==> config.mk <==
export PLATFORM = sky130hd
export DESIGN_NAME = whr_front
export DESIGN_NICKNAME = d
export VERILOG_FILES = /design/src/whr_pkg.sv /design/src/whr_front.sv
export SDC_FILE = /design/constraint.sdc
export NUM_CORES = 1
export LEC_CHECK = 0
export BUFFER_PORTS_ARGS = -buffer_cell sky130_fd_sc_hd__buf_2
export CAP_MARGIN = 40
export CORE_MARGIN = 4
export CORE_UTILIZATION = 30
export CTS_CLUSTER_DIAMETER = 80
export CTS_CLUSTER_SIZE = 24
export DETAILED_ROUTE_END_ITERATION = 7
export PLACE_DENSITY_LB_ADDON = 0.15
export SYNTH_ARGS = -nofsm -noshare
export SYNTH_HDL_FRONTEND = slang
export SYNTH_SLANG_ARGS = --single-unit
==> constraint.sdc <==
create_clock -name clock -period 9.4 [get_ports clock]
set_input_delay 1.41 -clock clock [delete_from_list [all_inputs] [get_ports clock]]
set_output_delay 1.41 -clock clock [all_outputs]
set_load 0.1 [all_outputs]
==> src/whr_pkg.sv <==
// ----------------------------------------------------------------------------
// whr_pkg
// Shared constants and types of the weighted histogram binner.
// ----------------------------------------------------------------------------
package whr_pkg;

   localparam int NUM_BINS    = 256;
   localparam int SUM_BITS    = 48;
   localparam int IDX_W       = (NUM_BINS > 1) ? $clog2(NUM_BINS) : 1;
   localparam int Q_W         = IDX_W + 1;           // quotient bits resolved by the divider
   localparam int DVS_W       = 31 + Q_W;            // widest shifted divisor
   localparam int STEP_W      = $clog2(Q_W);
   localparam int QUEUE_DEPTH = 2;

   localparam int VALUE_W  = 32;
   localparam int WEIGHT_W = 32;
   localparam int BIN_IN_W = 8;
   localparam int MIN_W    = 32;
   localparam int WIDTH_W  = 31;
   localparam int COUNT_W  = 9;
   localparam int OUT_SUM_W = 48;
   localparam int OUT_HIT_W = 8;
   localparam int CSR_IDX_W = 2;
   localparam int CSR_DAT_W = 32;

   localparam logic [MIN_W-1:0]   MIN_RESET   = '0;
   localparam logic [WIDTH_W-1:0] WIDTH_RESET = 31'd65536;
   localparam logic [COUNT_W-1:0] COUNT_RESET = 9'd256;

   typedef enum logic {
      REQ_ADD  = 1'b0,
      REQ_READ = 1'b1
   } req_kind_type;

   typedef enum logic [CSR_IDX_W-1:0] {
      CSR_BIN_MIN   = 2'd0,
      CSR_BIN_WIDTH = 2'd1,
      CSR_BIN_COUNT = 2'd2
   } csr_index_type;

   typedef struct packed {
      logic [MIN_W-1:0]   bin_min;
      logic [WIDTH_W-1:0] bin_width;
      logic [COUNT_W-1:0] bin_count;
   } cfg_type;

   // classified work item handed from front to back
   typedef struct packed {
      req_kind_type           kind;
      logic                   live;     // add inside a bin, or read of an existing bin
      logic [IDX_W-1:0]       idx;
      logic [OUT_HIT_W-1:0]   hit;
      logic [WEIGHT_W-1:0]    weight;
   } entry_type;

   typedef struct packed {
      logic full;
      logic empty;
   } queue_status_type;

endpackage

==> src/whr_front.sv <==
// ----------------------------------------------------------------------------
// whr_front
// Accepts requests and classifies them; adds in range go through a restoring
// divider that resolves one quotient bit per cycle to find the bin.
// ----------------------------------------------------------------------------
module whr_front (
   input  logic                                clock,
   input  logic                                reset,
   input  whr_pkg::cfg_type                    cfg,
   input  logic                                req_tvalid,
   output logic                                req_tready,
   input  logic [whr_pkg::VALUE_W+whr_pkg::WEIGHT_W+whr_pkg::BIN_IN_W-1:0] req_tdata,
   input  logic                                req_tuser,
   output logic                                push,
   output whr_pkg::entry_type                  push_entry,
   input  whr_pkg::queue_status_type           q_status
);

   typedef enum logic [2:0] {
      F_IDLE = 3'b001,
      F_DIV  = 3'b010,
      F_PUSH = 3'b100
   } front_state_type;

   front_state_type               state_ff, state_in;
   whr_pkg::entry_type            entry_ff, entry_in;
   logic [31:0]                   rem_ff, rem_in;
   logic [whr_pkg::DVS_W-1:0]     dvs_ff, dvs_in;
   logic [whr_pkg::Q_W-1:0]       quo_ff, quo_in;
   logic [whr_pkg::STEP_W-1:0]    step_ff, step_in;

   logic [whr_pkg::VALUE_W-1:0]   value;
   logic [whr_pkg::WEIGHT_W-1:0]  weight;
   logic [whr_pkg::BIN_IN_W-1:0]  read_bin;
   logic                          accept;
   logic [32:0]                   diff;
   logic                          diff_pos;
   logic                          in_range;
   logic                          ge;
   logic [31:0]                   rem_nx;
   logic [whr_pkg::Q_W-1:0]       quo_nx;
   logic [31:0]                   used;

   assign value    = req_tdata[whr_pkg::VALUE_W-1:0];
   assign weight   = req_tdata[whr_pkg::VALUE_W +: whr_pkg::WEIGHT_W];
   assign read_bin = req_tdata[whr_pkg::VALUE_W+whr_pkg::WEIGHT_W +: whr_pkg::BIN_IN_W];

   assign req_tready = (state_ff == F_IDLE);
   assign accept     = req_tvalid && req_tready;
   assign push       = (state_ff == F_PUSH);
   assign push_entry = entry_ff;

   // value - bin_min, exact in 33 bits
   assign diff     = {value[31], value} - {cfg.bin_min[31], cfg.bin_min};
   assign diff_pos = !diff[32] && (diff != '0);
   // quotient must fit in Q_W bits, otherwise the bin is out of range anyway
   assign in_range = diff_pos && (cfg.bin_width != '0) &&
                     ({{(whr_pkg::DVS_W-32){1'b0}}, diff[31:0]} <
                      {cfg.bin_width, {whr_pkg::Q_W{1'b0}}});

   assign ge     = (whr_pkg::DVS_W'(rem_ff) >= dvs_ff);
   assign rem_nx = ge ? (rem_ff - dvs_ff[31:0]) : rem_ff;
   assign quo_nx = {quo_ff[whr_pkg::Q_W-2:0], ge};
   assign used   = (32'(cfg.bin_count) > 32'(whr_pkg::NUM_BINS)) ?
                   32'(whr_pkg::NUM_BINS) : 32'(cfg.bin_count);

   always_comb begin
      state_in = state_ff;
      entry_in = entry_ff;
      rem_in   = rem_ff;
      dvs_in   = dvs_ff;
      quo_in   = quo_ff;
      step_in  = step_ff;
      case (state_ff)
         F_IDLE: begin
            if (accept) begin
               entry_in.weight = weight;
               if (req_tuser == whr_pkg::REQ_READ) begin
                  entry_in.kind = whr_pkg::REQ_READ;
                  entry_in.live = (32'(read_bin) < 32'(whr_pkg::NUM_BINS));
                  entry_in.idx  = whr_pkg::IDX_W'(read_bin);
                  entry_in.hit  = read_bin;
                  state_in      = F_PUSH;
               end else begin
                  entry_in.kind = whr_pkg::REQ_ADD;
                  entry_in.live = 1'b0;
                  entry_in.idx  = '0;
                  entry_in.hit  = '0;
                  rem_in        = diff[31:0];
                  dvs_in        = whr_pkg::DVS_W'(cfg.bin_width) << (whr_pkg::Q_W - 1);
                  quo_in        = '0;
                  step_in       = whr_pkg::STEP_W'(whr_pkg::Q_W - 1);
                  state_in      = in_range ? F_DIV : F_PUSH;
               end
            end
         end
         F_DIV: begin
            rem_in  = rem_nx;
            quo_in  = quo_nx;
            dvs_in  = dvs_ff >> 1;
            step_in = step_ff - 1'b1;
            if (step_ff == '0) begin
               // on an edge when the remainder is zero
               if ((rem_nx != '0) && (32'(quo_nx) < used)) begin
                  entry_in.live = 1'b1;
                  entry_in.idx  = whr_pkg::IDX_W'(quo_nx);
                  entry_in.hit  = whr_pkg::OUT_HIT_W'(quo_nx);
               end
               state_in = F_PUSH;
            end
         end
         F_PUSH: begin
            if (!q_status.full) begin
               state_in = F_IDLE;
            end
         end
         default: begin
            state_in = F_IDLE;
         end
      endcase
   end

   always_ff @(posedge clock) begin
      if (reset) begin
         state_ff <= F_IDLE;
      end else begin
         state_ff <= state_in;
      end
   end

   always_ff @(posedge clock) begin
      entry_ff <= entry_in;
      rem_ff   <= rem_in;
      dvs_ff   <= dvs_in;
      quo_ff   <= quo_in;
      step_ff  <= step_in;
   end

endmodule

==> flow_metrics.env <==
export IMPL_reg2reg_from="rem_ff[0]"
export IMPL_num_rows=68
export IMPL_drt_iter0_markers=561
export IMPL_r2r_slack_ps=4550
export IMPL_path_class="in2reg"
export IMPL_synthCells=1229
export IMPL_hold_end="dvs_ff[31]"
export IMPL_syn_avg_cell_area_sq_um=8.66
export IMPL_stdcell_area_sq_um=12700
export IMPL_r2r_end="push_entry[47]"
export IMPL_slew_headroom_pct=47.0
export IMPL_antenna_found_initial=0
export IMPL_async_reset_ff_share_pct=0
export IMPL_synth_flop_cell="edfxtp_1"
export IMPL_numCtsBuffers=17
export IMPL_rr_worst_depth=15
export IMPL_drv_cap=0
export IMPL_dieWidth_um=196
export IMPL_io_buffer_count=200
export IMPL_required_ps=9760
export IMPL_finalHoldViolCount=0
export IMPL_diodes=0
export IMPL_path_clk_slew_ps=60
export IMPL_post_cts_buffers=0
export IMPL_slew_violations=0
export IMPL_cp_arrival_ps=6780
export IMPL_ioPinCount=202
export IMPL_worstPathMaxFanout=12
export IMPL_synthTopCellsByCount="nand2_1 (139), edfxtp_1 (125), inv_1 (115)"
export IMPL_postRouteAntennaNets=0
export IMPL_cts_root_buf="clkbuf_16"
export IMPL_fin_util_pct=36.4
export IMPL_worstMarginPinSlew_ps=795
export IMPL_hold_start="dvs_ff[32]"
export IMPL_setup_viol=0
export IMPL_yosysMostFrequentCell="nand2_1"
export IMPL_rsz0062_at_grt="false"
export IMPL_cts_sinks=128
export IMPL_p_leak_uw=0.00557
export IMPL_status="complete, no violations"
export IMPL_routed_wl_um=32200
export IMPL_htreeDepth=4
export IMPL_clk_latency_ps=430
export IMPL_grt_pass1_wl_um=50200
export IMPL_routed_via_density=5.12
export IMPL_vdd_drop_max_uv=98.5
export IMPL_worstSetupStartpointType="input pin"
export IMPL_hold_path_depth=2
export IMPL_areaGrowthSynthToFinish_pct=19.0
export IMPL_timing_hold_ws_ps=543
export IMPL_coreArea_sq_um=34800
export IMPL_cts_tree="yes"
export IMPL_grt_start_max_net_pins=84
export IMPL_power_density_nw_per_um2=171
export IMPL_drc_errors=0
export IMPL_die_area_sq_um=38600
export IMPL_synth_seq_cells=128
export IMPL_clock_skew_ps=12.5
export IMPL_fin_nets=1643
export IMPL_drive_gt1_share_pct=19.2
export IMPL_finalCritPeriodShare_pct=68.2
export IMPL_cp_end_kind="flop"
export IMPL_syn_area_sq_um=10600
export IMPL_firstDrtPassIters=5
export IMPL_synth_warnings=0
export IMPL_clockBufferDepth=2
export IMPL_yosysUniqueCellTypes=85
export IMPL_synth_area_leader_cell="edfxtp_1"
export IMPL_grt_pass1_vias=9315
export IMPL_yosysSeqAreaShare_pct=35.8
export IMPL_setup_tns_final_ps=0
export IMPL_postCtsResizedCells=0
export IMPL_cts_hold_buf=0
export IMPL_vias=9535
export IMPL_fmax_mhz=156
export IMPL_syn_num_nets=1475
export IMPL_fin_crit_ps=6410
export IMPL_initial_utilization_pct=30.6
export IMPL_die_height_um=196
export IMPL_worst_hold_path_type="reg2reg"
export IMPL_grt_ovfl_total=0
export IMPL_placed_cell_area_sq_um=12000
export IMPL_hpwlAfterDp_um=25800
export IMPL_place_congestion=0.852
export IMPL_routedWlPerCell_um=17.3
export IMPL_synth_edff_count=125
export IMPL_ys_top_cells_by_area="edfxtp_1 (35%), ha_1 (11%), nand2_1 (4.9%)"
export IMPL_grtUsageTotal_pct=16.2
export IMPL_yosys_area_top_type_share_pct=35.3
## metal layers
metal / track usage (%) / routed length (um)
met1: 22.2 / 15200
met2: 26.3 / 14700
met3: 2.68 / 1670
met4: 4.94 / 665
met5: 0 / 0
## layout make-up
cell class                 instances  area [sq um]
fill                            3641         22100
multi-input combinational        925          6120
sequential                       128          3810
timing repair buffer             209          1080
tap                              455           569
inverter                         116           435
clock buffer                      18           429
clock inverter                    13           208
## placed cells by master, fill, tap and decap left out, drive strengths merged, types with 18 or more instances in the layout
master | synthesis | routed
a21o | 40 | 40
a21oi | 94 | 94
a31oi | 28 | 28
and3 | 21 | 21
buf | 27 | 209
clkbuf | 33 | 18
edfxtp | 125 | 125
ha | 94 | 94
inv | 115 | 118
nand2 | 139 | 139
nand3 | 34 | 34
nor2 | 86 | 86
nor3 | 24 | 24
o21ai | 77 | 77
xnor2 | 28 | 28
## kinds of logic after synthesis
group           synth area share, %
simple gates                   19.6
compound gates                 21.7
buf+inv                        6.78
fa+ha+maj                      11.4
flops                          35.8
xor+xnor                       3.46
mux                            1.15
## registers in the layout, indices dropped and copies added, names as in the netlist
name        count
dvs_ff         39
push_entry     42
quo_ff          8
rem_ff         32
state_ff        3
step_ff         4
## stage by stage
step           instances  setup WS (ps)  power, uW
2_1_floorplan       1229           2040       1260
3_3_place_gp        1830           2620       1440
3_5_place_dp        1833           2560       1440
4_1_cts             1864           3000       2190
5_1_grt             1864           2730       2290
6_report            1864           2990       2160
## how the worst max path moves through the flow
stage / start / to / cells after the start
finish: cfg[49] / state_ff[2] / 19
global route: cfg[49] / state_ff[2] / 19
CTS: cfg[49] / state_ff[2] / 19
detailed placement: cfg[49] / state_ff[2] / 19
global placement: cfg[49] / state_ff[1] / 19
floorplan: state_ff[0] / dvs_ff[0] / 3
## critical path: stages
cell	delay [ps]
buf_2	70
inv_1	30
ha_1	500
nand4_1	210
or4_1	530
a311oi_2	390
nor2_1	180
o31ai_2	450
a31oi_1	220
a211o_1	340
ha_1	310
nand4_1	90
a2111oi_0	650
nand2_1	270
o31ai_1	300
a21oi_1	170
o221ai_1	350
nor3b_1	110
a21oi_2	170
## where the power goes
group | internal [uW] | switching [uW] | total (uW)
clock | 470 | 260 | 730
sequential | 685 | 22.3 | 707
combinational | 238 | 489 | 727
No activity file was read; power rests on OpenSTA's default activity.
