**src/whr_pkg.sv**
```systemverilog
// ----------------------------------------------------------------------------
// whr_pkg
// Shared constants and types of the weighted histogram binner.
// ----------------------------------------------------------------------------
package whr_pkg;

   localparam int NUM_BINS    = 256;
   localparam int SUM_BITS    = 48;
   localparam int IDX_W       = (NUM_BINS > 1) ? $clog2(NUM_BINS) : 1;
   localparam int Q_W         = IDX_W + 1;           // quotient bits resolved by the divider
   localparam int DVS_W       = 31 + Q_W;            // widest shifted divisor
   localparam int STEP_W      = $clog2(Q_W);
   localparam int QUEUE_DEPTH = 2;

   localparam int VALUE_W  = 32;
   localparam int WEIGHT_W = 32;
   localparam int BIN_IN_W = 8;
   localparam int MIN_W    = 32;
   localparam int WIDTH_W  = 31;
   localparam int COUNT_W  = 9;
   localparam int OUT_SUM_W = 48;
   localparam int OUT_HIT_W = 8;
   localparam int CSR_IDX_W = 2;
   localparam int CSR_DAT_W = 32;

   localparam logic [MIN_W-1:0]   MIN_RESET   = '0;
   localparam logic [WIDTH_W-1:0] WIDTH_RESET = 31'd65536;
   localparam logic [COUNT_W-1:0] COUNT_RESET = 9'd256;

   typedef enum logic {
      REQ_ADD  = 1'b0,
      REQ_READ = 1'b1
   } req_kind_type;

   typedef enum logic [CSR_IDX_W-1:0] {
      CSR_BIN_MIN   = 2'd0,
      CSR_BIN_WIDTH = 2'd1,
      CSR_BIN_COUNT = 2'd2
   } csr_index_type;

   typedef struct packed {
      logic [MIN_W-1:0]   bin_min;
      logic [WIDTH_W-1:0] bin_width;
      logic [COUNT_W-1:0] bin_count;
   } cfg_type;

   // classified work item handed from front to back
   typedef struct packed {
      req_kind_type           kind;
      logic                   live;     // add inside a bin, or read of an existing bin
      logic [IDX_W-1:0]       idx;
      logic [OUT_HIT_W-1:0]   hit;
      logic [WEIGHT_W-1:0]    weight;
   } entry_type;

   typedef struct packed {
      logic full;
      logic empty;
   } queue_status_type;

endpackage

```
**src/whr_queue.sv**
```systemverilog
// ----------------------------------------------------------------------------
// whr_queue
// Short FIFO of classified entries between the front and the back.
// ----------------------------------------------------------------------------
module whr_queue (
   input  logic                      clock,
   input  logic                      reset,
   input  logic                      push,
   input  whr_pkg::entry_type        push_entry,
   input  logic                      pop,
   output whr_pkg::entry_type        head,
   output whr_pkg::queue_status_type status
);

   localparam int PTR_W = (whr_pkg::QUEUE_DEPTH > 1) ? $clog2(whr_pkg::QUEUE_DEPTH) : 1;
   localparam int CNT_W = $clog2(whr_pkg::QUEUE_DEPTH + 1);

   whr_pkg::entry_type slot_ff [whr_pkg::QUEUE_DEPTH];
   logic [PTR_W-1:0] wptr_ff, wptr_in;
   logic [PTR_W-1:0] rptr_ff, rptr_in;
   logic [CNT_W-1:0] cnt_ff, cnt_in;
   logic             do_push, do_pop;

   assign status.full  = (cnt_ff == CNT_W'(whr_pkg::QUEUE_DEPTH));
   assign status.empty = (cnt_ff == '0);
   assign do_push = push && !status.full;
   assign do_pop  = pop && !status.empty;
   assign head    = slot_ff[rptr_ff];

   always_comb begin
      wptr_in = wptr_ff;
      rptr_in = rptr_ff;
      cnt_in  = cnt_ff;
      if (do_push) begin
         wptr_in = (wptr_ff == PTR_W'(whr_pkg::QUEUE_DEPTH - 1)) ? '0 : wptr_ff + 1'b1;
      end
      if (do_pop) begin
         rptr_in = (rptr_ff == PTR_W'(whr_pkg::QUEUE_DEPTH - 1)) ? '0 : rptr_ff + 1'b1;
      end
      if (do_push && !do_pop) begin
         cnt_in = cnt_ff + 1'b1;
      end else if (do_pop && !do_push) begin
         cnt_in = cnt_ff - 1'b1;
      end
   end

   always_ff @(posedge clock) begin
      if (reset) begin
         wptr_ff <= '0;
         rptr_ff <= '0;
         cnt_ff  <= '0;
      end else begin
         wptr_ff <= wptr_in;
         rptr_ff <= rptr_in;
         cnt_ff  <= cnt_in;
      end
   end

   always_ff @(posedge clock) begin
      if (do_push) begin
         slot_ff[wptr_ff] <= push_entry;
      end
   end

endmodule

```
**config.mk**
```make
export PLATFORM = sky130hd
export DESIGN_NAME = whr_queue
export DESIGN_NICKNAME = d
export VERILOG_FILES = /design/src/whr_pkg.sv /design/src/whr_queue.sv
export SDC_FILE = /design/constraint.sdc
export NUM_CORES = 1
export LEC_CHECK = 0
export BUFFER_PORTS_ARGS = -buffer_cell sky130_fd_sc_hd__buf_2
export CAP_MARGIN = 30
export CORE_MARGIN = 2
export CORE_UTILIZATION = 54
export CTS_BUF_LIST = sky130_fd_sc_hd__clkbuf_2
export DETAILED_ROUTE_END_ITERATION = 8
export MAX_ROUTING_LAYER = met4
export PLACE_DENSITY_LB_ADDON = 0.08
export SYNTH_ARGS = -nofsm -noshare
export SYNTH_HDL_FRONTEND = slang
export SYNTH_SLANG_ARGS = --single-unit
export TNS_END_PERCENT = 1
```
**constraint.sdc**
```tcl
create_clock -name clock -period 2.7 [get_ports clock]
set_clock_uncertainty 0.15 [all_clocks]
set_input_delay 0.27 -clock clock [delete_from_list [all_inputs] [get_ports clock]]
set_output_delay 0.27 -clock clock [all_outputs]
set_load 0.005 [all_outputs]
```
==> metrics.yaml, run 1 <==
clock_tree:
  cts_setup_buffers: 0
  cts_buffers: 9
  clock_sinks: 105
  max-clock-path-buffers: 2
  clk_latency_ns: 0.53
  ctsResizeCount: 0
  tritoncts: "built"
  htree_levels: 3
  clockRootBuffer: "clkbuf_2"
  holdBufCountCts: 53
  path_clk_slew_ns: 0.26
final_layout:
  area_growth_pct: 35.8
  multi_input_area_um2: 674
  final_cell_area_um2: 5180
  final_nets: 404
  filler_cell_count: 438
  n_antenna_cell: 0
  layout-drive-gt1-share_pct: 49.4
  seq_area_um2: 3100
critical_path:
  worst-path-buf-inv: 2
  crit_type: "flip-flop to output pin"
  start_kind: "flip-flop"
  crit_arrival_ns: 1.93
  critPathSlowestCell: "dfxtp_2"
  crit_chain: "buf_4, mux2_2, buf_2"
  cp_slowest_stage_delay_ns: 0.64
  reg2reg_to: "slot_ff[0][0]"
  endpoint_kind: "output pin"
  r2r_setup_slack_ns: 0.83
  reg2regPathDepth: 4
  critPathTopFamily: "flip-flops"
  r2r_start: "cnt_ff[1]"
  required_ns: 2.28
  cp.depth: 3
  path_max_fanout: 16
routing:
  wl_per_cell_um: 15.2
  postRouteAntennaNets: 0
  vias: 2152
  wirelength_mm: 6.86
  viasPerCell: 4.78
  drt-initial-drc-count: 142
  first_pass_iters: 4
  drcViolationCount: 0
power:
  p_comb_share_pct: 26.7
  power_frac_seq_pct: 53.5
  intPower_mw: 2.93
  power_frac_clock_pct: 19.8
  total_leakage_power_nw: 1.97
  powerDensity_nw_per_um2: 770
  vdd_drop_max_mv: 0.456
  p_sw_mw: 1.05
  switching_share_pct: 26.4
synthesis:
  synth-edff-count: 100
  synth_warnings: 0
  syn-cell-area_um2: 3810
  ys_ff_latch: 105
  synth_cell_types: 15
  synth_nets: 236
  postSynth.asyncResetShare_pct: 0
  synth_top_cell_area_share_pct: 78.8
  synthTopCellsByArea: "edfxtp_1 (79%), mux2_2 (14%), dfxtp_1 (2.6%)"
  yosys-top-cells-count: "edfxtp_1 (100), mux2_2 (46), buf_2 (5), dfxtp_1 (5), nor2_1 (5)"
  synth_top_area_cell: "edfxtp_1"
  postSynthCellCount: 181
  avgSynthCellArea_um2: 21.1
  synth_most_common_cell: "edfxtp_1"
  ys.flop_type: "edfxtp_1"
  ys_seq_area_share_pct: 81.4
worst_hold_path:
  hp-start: "push_entry[24]"
  min_to: "slot_ff[1][24]"
  min_path_type: "primary input to flip-flop"
  hold_depth: 2
global_route:
  grt_pass1_wl_mm: 10.2
  antenna_found_initial: 0
  grt_pass1_vias: 2263
  grt_overflow: 0
  grt_start_max_net_pins: 51
  grt_usage_pct: 18.6
placement:
  dp_hpwl_mm: 4.17
  placedInstanceArea_um2: 4510
  gp_congestion: 0.688
  io_buffers: 105
floorplan:
  initial_utilization_pct: 55.8
  dieArea_um2: 7750
  die_y_um: 88.0
  core_um2: 6830
  io_pins: 106
  std_cell_rows: 30
  die_w_um: 88.0
sta:
  min_period_ns: 2.35
  tightest_slew_ns: 0.403
  setup_viol: 0
  finalHoldViolations: 0
  slew_headroom_pct: 73.1
  finalHoldWorstSlack_ns: 0.269
  fmax_mhz: 426
  drv_slew: 0
  post-route-period-util_pct: 86.9
  fin_setup_tns_ns: 0
  rsz0062_at_grt: "no"
run:
  cap_violations: 0
status:
  status: "finished, final reports clean"
kinds of logic (layout without fill, tap and decap cells):
| family | Yosys count | after routing | synth area share (%) |
|---|---|---|---|
| DFF | 105 | 105 | 81.4 |
| muxes | 50 | 50 | 14.8 |
| and+or+nand+nor | 9 | 9 | 1.21 |
| buffers and inverters | 8 | 181 | 0.952 |
| AOI/OAI and AO/OA | 5 | 5 | 0.656 |
| xor gates and xnor gates | 3 | 3 | 0.689 |
| adders and majority gates | 1 | 1 | 0.328 |
metal layers:
metal  up-vias  GRT usage (%)  part of all wire (%)
li1       1041              -                     -
met1      1035           20.5                    40
met2        66           33.4                    54
met3        10           3.58                   4.2
met4         0           7.02                   1.6
met5         -              -                     0
cell type report:
type / count / area share, %
clock buffer: 9 / 0.870
clock inverter: 7 / 1.81
inverter: 2 / 0.145
multi-input combinational: 68 / 13.0
sequential: 105 / 60.0
tap: 96 / 2.32
timing repair buffer: 163 / 21.9
through the flow:
stage | utilization (%) | setup slack (ns) | std cells | total power, mW
final | 75.8 | 0.353 | 450 | 3.99
after global routing | 75.8 | 0.203 | 450 | 4.19
after CTS | 75.8 | 0.296 | 450 | 4.02
after detailed placement | 66.0 | 0.818 | 381 | 3.19
after global placement | 66.0 | 0.853 | 381 | 3.16
after floorplan | - | 0.322 | 181 | 2.73
layout by cell type (no fill, tap or decap), types with 2 or more instances in the layout:
cell type      count
o21ai_0            3
a21oi_1            2
dlygate4sd3_1     53
buf_12             3
or3_1              2
edfxtp_1         100
nor2_1             5
dfxtp_1            4
clkbuf_2           9
mux2_1             4
mux2_2            46
bufinv_16          2
buf_2            105
xor2_1             3
buf_4              2
worst register-to-register path, delay by kind of cell, from the launching register on:
family | cells | cell delay (ns)
buf+inv | 2 | 0.57
simple gates | 2 | 0.51
flops | 1 | 0.39
registers in the layout, summed over array words and instances, names as in the netlist, named ones only:
register	count
slot_ff	100
rptr_ff	1
wptr_ff	1
cnt_ff	2
power by group through the flow:
| stage | Clock [mW] | Sequential (mW) | Combinational, mW |
|---|---|---|---|
| after floorplan | 0 | 2.13 | 0.599 |
| after global placement | 0 | 2.16 | 0.996 |
| after detailed placement | 0 | 2.18 | 1.01 |
| after CTS | 0.809 | 2.14 | 1.08 |
| after global routing | 0.867 | 2.16 | 1.17 |
| final | 0.789 | 2.13 | 1.06 |
how the worst max path moves through the flow:
| stage | startpoint | endpoint | slack [ns] |
|---|---|---|---|
| 6_report | flip-flop | head[31] | 0.35 |
| 5_1_grt | flip-flop | head[31] | 0.20 |
| 4_1_cts | flip-flop | head[2] | 0.30 |
| 3_5_place_dp | cnt_ff[0] | slot_ff[0][6] | 0.82 |
| 3_3_place_gp | cnt_ff[1] | slot_ff[0][6] | 0.85 |
| 2_1_floorplan | cnt_ff[1] | slot_ff[1][0] | 0.32 |
Power figures use the tool's default switching activity.
==> run 2: changes to the inputs <==
CORE_UTILIZATION = 30   (was 54)
==> run 2 against run 1 <==
  * Total power fell by 4.6%
  * Non-clock buffer count fell by 1
  * Setup slack got worse by 0.051 ns
  * Highest routed layer unchanged
  * Fmax fell by 2.1%
==> metrics.yaml, run 2 (synthesis results as in run 1) <==
clock_tree:
  path_clk_slew_ns: 0.24
  clock_sinks: 105
  max-clock-path-buffers: 2
  cts_setup_buffers: 0
  clockRootBuffer: "clkbuf_2"
  htree_levels: 3
  cts_buffers: 9
  tritoncts: "built"
  clk_latency_ns: 0.54
placement:
  gp_congestion: 0.675
  dp_hpwl_mm: 4.74
  dp_cells: 456
  io_buffers: 105
  dp_slack_ns: 0.883
critical_path:
  crit_type: "flip-flop to output pin"
  reg2regPathDepth: 4
  crit_arrival_ns: 1.98
  path_max_fanout: 28
  reg2reg_to: "wptr_ff"
  r2r_setup_slack_ns: 0.94
  crit_end: "head[31]"
  required_ns: 2.28
  endpoint_kind: "output pin"
  start_kind: "flip-flop"
  r2r_start: "cnt_ff[0]"
final_layout:
  final_common_cell: "buf_2"
  layout-drive-gt1-share_pct: 48.4
  largest_register_ffs: 100
  filler_cell_count: 1217
  top_register: "slot_ff"
  final_nets: 403
  area_growth_pct: 36.4
  n_antenna_cell: 0
  top_regs: "slot_ff: 100 flops, cnt_ff: 2 flops"
  layout.cells.non_filler: 525
  final_cell_mix: "buf_2 (105), edfxtp_1 (100), dlygate4sd3_1 (53), mux2_2 (46), clkbuf_2 (10)"
global_route:
  antenna_found_initial: 0
  grt_usage_pct: 12.0
  grt_pass1_vias: 2268
  grt_start_max_net_pins: 51
  grt_overflow: 0
  grt_pass1_wl_mm: 11.5
routing:
  postRouteAntennaNets: 0
  wl_per_cell_um: 15.0
  drcViolationCount: 0
  vias: 2191
  first_pass_iters: 4
  drt-initial-drc-count: 125
  wirelength_mm: 7.86
  viasPerCell: 4.17
sta:
  drv_slew: 0
  finalHoldViolations: 0
  tightest_slew_ns: 0.440
  finalHoldWorstSlack_ns: 0.202
  slew_headroom_pct: 70.7
  min_period_ns: 2.40
  post-route-period-util_pct: 88.8
  layout_setup_ws_ns: 0.302
  fmax_mhz: 417
  setup_viol: 0
  fin_setup_tns_ns: 0
  rsz0062_at_grt: "no"
status:
  status: "finished, final reports clean"
worst_hold_path:
  min_path_type: "primary input to flip-flop"
power:
  powerDensity_nw_per_um2: 731
  vdd_drop_max_mv: 0.251
  total_leakage_power_nw: 1.94
run:
  cap_violations: 0
floorplan:
  die_w_um: 117
  die_y_um: 117
  io_pins: 106
  initial_utilization_pct: 30.5
  dieArea_um2: 13600
  std_cell_rows: 41
  core_um2: 12500
[run 2: cell count changes in the layout (fill, tap and decap cells not counted)]
cell,previous run,this run
clkbuf_2,9,10
inv_6,1,0
clkinvlp_4,1,0
clkinv_2,1,2
buf_4,2,1
clkinv_4,1,0
bufinv_16,2,0
clkinv_1,1,4
[run 2: what timing repair did]
item                      4_1_cts  5_1_grt
resized for setup               0        0
hold endpoints to repair      105        0
hold buffers                   53        0
[run 2: report_power, final]
group	leakage (nW)	internal (mW)	switching, mW
combinational	0.910	0.583	0.493
sequential	0.975	2.04	0.0944
clock	0.0556	0.111	0.479
total	1.94	2.74	1.07
[run 2: stage by stage]
| step | util, % | power [mW] | instance area [um2] |
|---|---|---|---|
| 6_report | 41.5 | 3.80 | 5200 |
| 5_1_grt | 41.5 | 4.05 | 5200 |
| 3_5_place_dp | 36.7 | 3.22 | 4590 |
| 3_3_place_gp | 36.7 | 3.22 | 4590 |
| 2_1_floorplan | - | 2.73 | 3810 |
| 4_1_cts | 41.5 | 3.89 | 5200 |
[run 2: metal layers]
layer  vias to the layer above  track usage (%)  share of wire, %
met2                        59             19.0                48
met5                         -                -                 0
met4                         0             6.12               2.2
met3                        12             3.27               5.0
li1                       1036                -                 -
met1                      1084             14.2                45
[run 2: layout make-up]
type	count	area, um2	share of cell area (%)
repair buffers	162	1120	21.6
inverters	2	7.51	0.144
flip-flops and latches	105	3100	59.7
clock buffers	10	50.0	0.962
multi-input cells	68	674	13.0
clock inverters	6	25.0	0.481
well taps	172	215	4.14
[run 2: how the worst min path moves through the flow]
stage / startpoint / endpoint / slack [ns] / cells past startpoint
floorplan: reset / cnt_ff[1] / 0.19 / 1
global placement: push_entry[41] / slot_ff[0][41] / 0.31 / 1
detailed placement: push_entry[12] / slot_ff[0][12] / 0.31 / 1
CTS: push / cnt_ff[0] / 0.11 / 6
global route: push_entry[40] / slot_ff[1][40] / 0.18 / 2
finish: push / cnt_ff[0] / 0.20 / 6
[run 2: critical path, stage by stage (launching register included)]
cell and delay [ns]:
dfxtp_2 0.66, buf_12 0.27, mux2_2 0.36, buf_2 0.13
